`src/sv/npc_pkg.sv`:
```
package npc_pkg;

    localparam int COLOR_W = 8;
    localparam int DIST_W  = 18;
    localparam int LEN_W   = 9;
    localparam int IN_USES_W  = 24;
    localparam int OUT_USES_W = 24;
    localparam int OUT_IDX_W  = 8;

    localparam logic [DIST_W-1:0] NO_MATCH_DIST = 18'd196608;
    localparam logic [LEN_W-1:0]  LEN_RESET     = 9'd254;

    // default palette layout
    localparam int IDX_WHITE      = 0;
    localparam int IDX_BLACK      = 1;
    localparam int IDX_CUBE_FIRST = 2;
    localparam int IDX_CUBE_LAST  = 217;
    localparam int IDX_GRAY_FIRST = 218;
    localparam int IDX_GRAY_LAST  = 222;
    localparam int IDX_BLACK_END  = 253;
    localparam int CUBE_STEP      = 51;
    localparam int CUBE_DIGIT_MAX = 5;
    localparam int GRAY_STEP      = 25;
    localparam int FULL_LEVEL     = 255;
    localparam int USES_BASE      = 2000000;
    localparam int USES_CUBE      = 1000000;

    typedef enum logic {
        ACT_WRITE = 1'b0,
        ACT_MAP   = 1'b1
    } t_action;

    typedef struct packed {
        logic init_en;   // write one default entry, advance sweep
        logic wr_entry;  // store a write item
        logic load;      // latch map color, clear search state
        logic scan_en;   // issue reads and run compare pipeline
        logic uses_rd;   // read use count of chosen entry
        logic uses_wr;   // write back count, present result
    } t_cmd;

    typedef struct packed {
        logic init_last;
        logic scan_done;
    } t_stat;

endpackage

```
`src/sv/npc_ctrl.sv`:
```
module npc_ctrl (
    input  logic          i_clk,
    input  logic          i_rst_n,
    input  logic          i_start,
    input  logic          i_action,
    input  npc_pkg::t_stat i_stat,
    output npc_pkg::t_cmd  o_cmd,
    output logic          o_busy
);
    import npc_pkg::*;

    typedef enum logic [4:0] {
        S_INIT   = 5'b00001,
        S_IDLE   = 5'b00010,
        S_SCAN   = 5'b00100,
        S_UPD_RD = 5'b01000,
        S_UPD_WR = 5'b10000
    } t_state;

    t_state r_state, n_state;
    logic   accept;

    assign accept = i_start && (r_state == S_IDLE);
    assign o_busy = (r_state != S_IDLE);

    always_comb begin
        n_state = r_state;
        o_cmd   = '0;
        case (r_state)
            S_INIT: begin
                o_cmd.init_en = 1'b1;
                if (i_stat.init_last) begin
                    n_state = S_IDLE;
                end
            end
            S_IDLE: begin
                if (accept) begin
                    if (t_action'(i_action) == ACT_MAP) begin
                        o_cmd.load = 1'b1;
                        n_state    = S_SCAN;
                    end else begin
                        o_cmd.wr_entry = 1'b1;
                    end
                end
            end
            S_SCAN: begin
                o_cmd.scan_en = 1'b1;
                if (i_stat.scan_done) begin
                    n_state = S_UPD_RD;
                end
            end
            S_UPD_RD: begin
                o_cmd.uses_rd = 1'b1;
                n_state       = S_UPD_WR;
            end
            S_UPD_WR: begin
                o_cmd.uses_wr = 1'b1;
                n_state       = S_IDLE;
            end
            default: begin
                n_state = S_INIT;
            end
        endcase
    end

    always_ff @(posedge i_clk) begin
        if (!i_rst_n) begin
            r_state <= S_INIT;
        end else begin
            r_state <= n_state;
        end
    end

endmodule

```
`config.mk`:
```
export PLATFORM = sky130hd
export DESIGN_NAME = npc_ctrl
export DESIGN_NICKNAME = d
export VERILOG_FILES = /design/src/sv/npc_pkg.sv /design/src/sv/npc_ctrl.sv
export SDC_FILE = /design/constraint.sdc
export NUM_CORES = 1
export LEC_CHECK = 0
export ABC_AREA = 1
export BUFFER_PORTS_ARGS = -buffer_cell sky130_fd_sc_hd__buf_2
export CORE_AREA = 2 2 39 41
export CTS_CLUSTER_DIAMETER = 100
export DETAILED_ROUTE_END_ITERATION = 7
export DIE_AREA = 0 0 41 43
export PLACE_DENSITY = 0.49
export SETUP_SLACK_MARGIN = 0.4
export SYNTH_ARGS = -nofsm -noshare
export SYNTH_HDL_FRONTEND = slang
export SYNTH_SLANG_ARGS = --single-unit
```
`constraint.sdc`:
```
create_clock -name i_clk -period 1.6 [get_ports i_clk]
set_clock_uncertainty 0.1 [all_clocks]
set_input_delay 0.24 -clock i_clk [delete_from_list [all_inputs] [get_ports i_clk]]
set_output_delay 0.24 -clock i_clk [all_outputs]
set_load 0.03 [all_outputs]
```
==> results.cfg <==
[synth]
netlist_area_um2 = 373
seq_area_frac_synth_pct = 26.8
synthCells = 51
ys_warn_count = 0
synth.avg_cell_area_um2 = 7.31
synth_nets = 57
synth_cell_types = 18
synth_seq_cells = 5

[route]
first_pass_iters = 4
dr.first_iter.drc_count = 1
drcViolationCount = 0
wirelength_um = 943
detail_route.wl_per_cell_um = 10.3
vias = 392
viasPerCell = 4.26
ant_nets = 0

[final_layout]
drive_above_1_share_pct = 76.3
fin_cells = 92
finalNetCount = 83
reg.largest.list = r_state x5
post-route-util_pct = 49.5
fillCellCount = 140
final_common_cell = buf_4
largest_register_ffs = 5
layout_common_cells = buf_4 (9), buf_6 (8)
antennaDiodeCount = 0
final_area_um2 = 686
area_growth_pct = 83.9
regMostFlops = r_state

[setup_path]
rrSetupSlack_ns = 0.30
cp_max_fo = 3
path_class = register to output port
reg2regPathDepth = 6
crit_arrival_ns = 1.19
start_kind = register
cp-endpoint = o_cmd[4]
cp.required_ns = 1.26
cp-startpoint = r_state[1]
r2r_start = r_state[0]
end_kind = output port
reg2reg_to = r_state[3]

[placement]
io_buffers = 12
dp_slack_ns = 0.213
gp_congestion = 0.706
dp.cells = 78
placed_cell_area_um2 = 492
hpwlAfterDp_um = 656

[global_route]
grt.total_usage_pct = 13.2
grt_pass1_vias = 361
grt_pass1_wl_um = 1460
antenna_found_initial = 0
grt_max_degree = 9
grt-ovfl-total = 0

[clock_tree]
cts_tree = done
path_clk_slew_ns = 0.04
clk_latency_ns = 0.24
cts.sinks = 5
clk_path_buf_depth = 2
htreeDepth = 1
cts_root_buf = clkbuf_4
cts_buffers = 3

[floorplanning]
fp.dieW_um = 41
initial_core_util_pct = 26.9
row_count = 14
coreArea_um2 = 1380
dieArea_um2 = 1760
io_pins = 13
die_height_um = 43

[timing]
slew_violations = 0
fin_ws_ns = 0.0697
layout_min_cycle_time_ns = 1.53
fin_setup_tns_ns = 0
relSlewSlack_pct = 86.5
timing.final.crit_share_pct = 95.6
hold_violations = 0
timing.hold.ws_ns = 0.172
setup_violations = 0
fmax_mhz = 653
tightestPinTransition_ns = 0.201
rsz0062_at_grt = true

[run_status]
status = finished clean

[power_and_ir_drop]
p_leak_nw = 0.305
ir_drop_v = 0.000516
power_mw = 0.524
power_density_nw_per_um2 = 765

[worst_hold_path]
hp-start = i_rst_n
min_path_type = input pin to register

[job]
maxCapViolCount = 0
[routing by layer]
metal / vias to the layer above / share of wire [%] / wire, um / track usage, %
met5: - / 0 / 0 / 0
met4: 0 / 2.0 / 19 / 10.0
met3: 2 / 5.7 / 54 / 6.28
met2: 14 / 51 / 484 / 16.6
met1: 166 / 41 / 385 / 16.5
li1: 210 / - / - / -
[worst min-delay path by stage]
stage                      end  slack [ns]  cells past startpoint
finish              r_state[0]        0.17                      4
global route        r_state[1]        0.15                      3
CTS                 r_state[1]        0.17                      3
detailed placement  r_state[4]        0.41                      1
global placement    r_state[4]        0.41                      1
floorplan           r_state[0]        0.29                      3
[logic make-up (layout without fill, tap and decap cells)]
logic type / Yosys count / count (layout) / synth area share, %
AOI/OAI and AO/OA: 2 / 2 / 4.70
DFF: 5 / 5 / 26.8
and+or+nand+nor: 30 / 30 / 53.4
buffers and inverters: 14 / 39 / 15.1
[worst max-delay path, cell delays in order, from the launching register on]
cell and delay (ns):
dfxtp_4 0.37, inv_2 0.05, nor2_4 0.10, nand3_4 0.09, inv_4 0.09, nand2_4 0.05, nor2_4 0.07, buf_6 0.13
[power breakdown]
part / switching [mW] / leakage (nW) / internal [mW]
sequential: 0.0195 / 0.0431 / 0.137
clock: 0.0517 / 0.0150 / 0.0943
combinational: 0.124 / 0.247 / 0.0979
[cell type report]
| class | instances | area, um^2 | share of cell area (%) |
|---|---|---|---|
| repair buffers | 22 | 183 | 26.6 |
| multi-input cells | 32 | 285 | 41.6 |
| flip-flops and latches | 5 | 115 | 16.8 |
| inverters | 13 | 56.3 | 8.21 |
| well taps | 16 | 20.0 | 2.92 |
| clock buffers | 4 | 26.3 | 3.83 |
[timing repair]
action,in CTS,in global routing
gates resized for setup,18,11
pin swaps,9,6
endpoints found under the setup margin,8,11
gates cloned,0,0
setup buffers,5,5
endpoints found under the hold margin,0,0
hold buffers,0,0
[cells in the mapped netlist, drive strengths merged]
cell | instances | area, um^2
a21oi | 1 | 8.76
buf | 1 | 7.51
dfxtp | 5 | 100
inv | 13 | 48.8
nand2 | 7 | 28.8
nand3 | 5 | 40.0
nand4 | 3 | 31.3
nor2 | 11 | 56.3
nor3 | 3 | 36.3
nor4 | 1 | 6.26
o21ai | 1 | 8.76
Power figures use the tool's default switching activity.
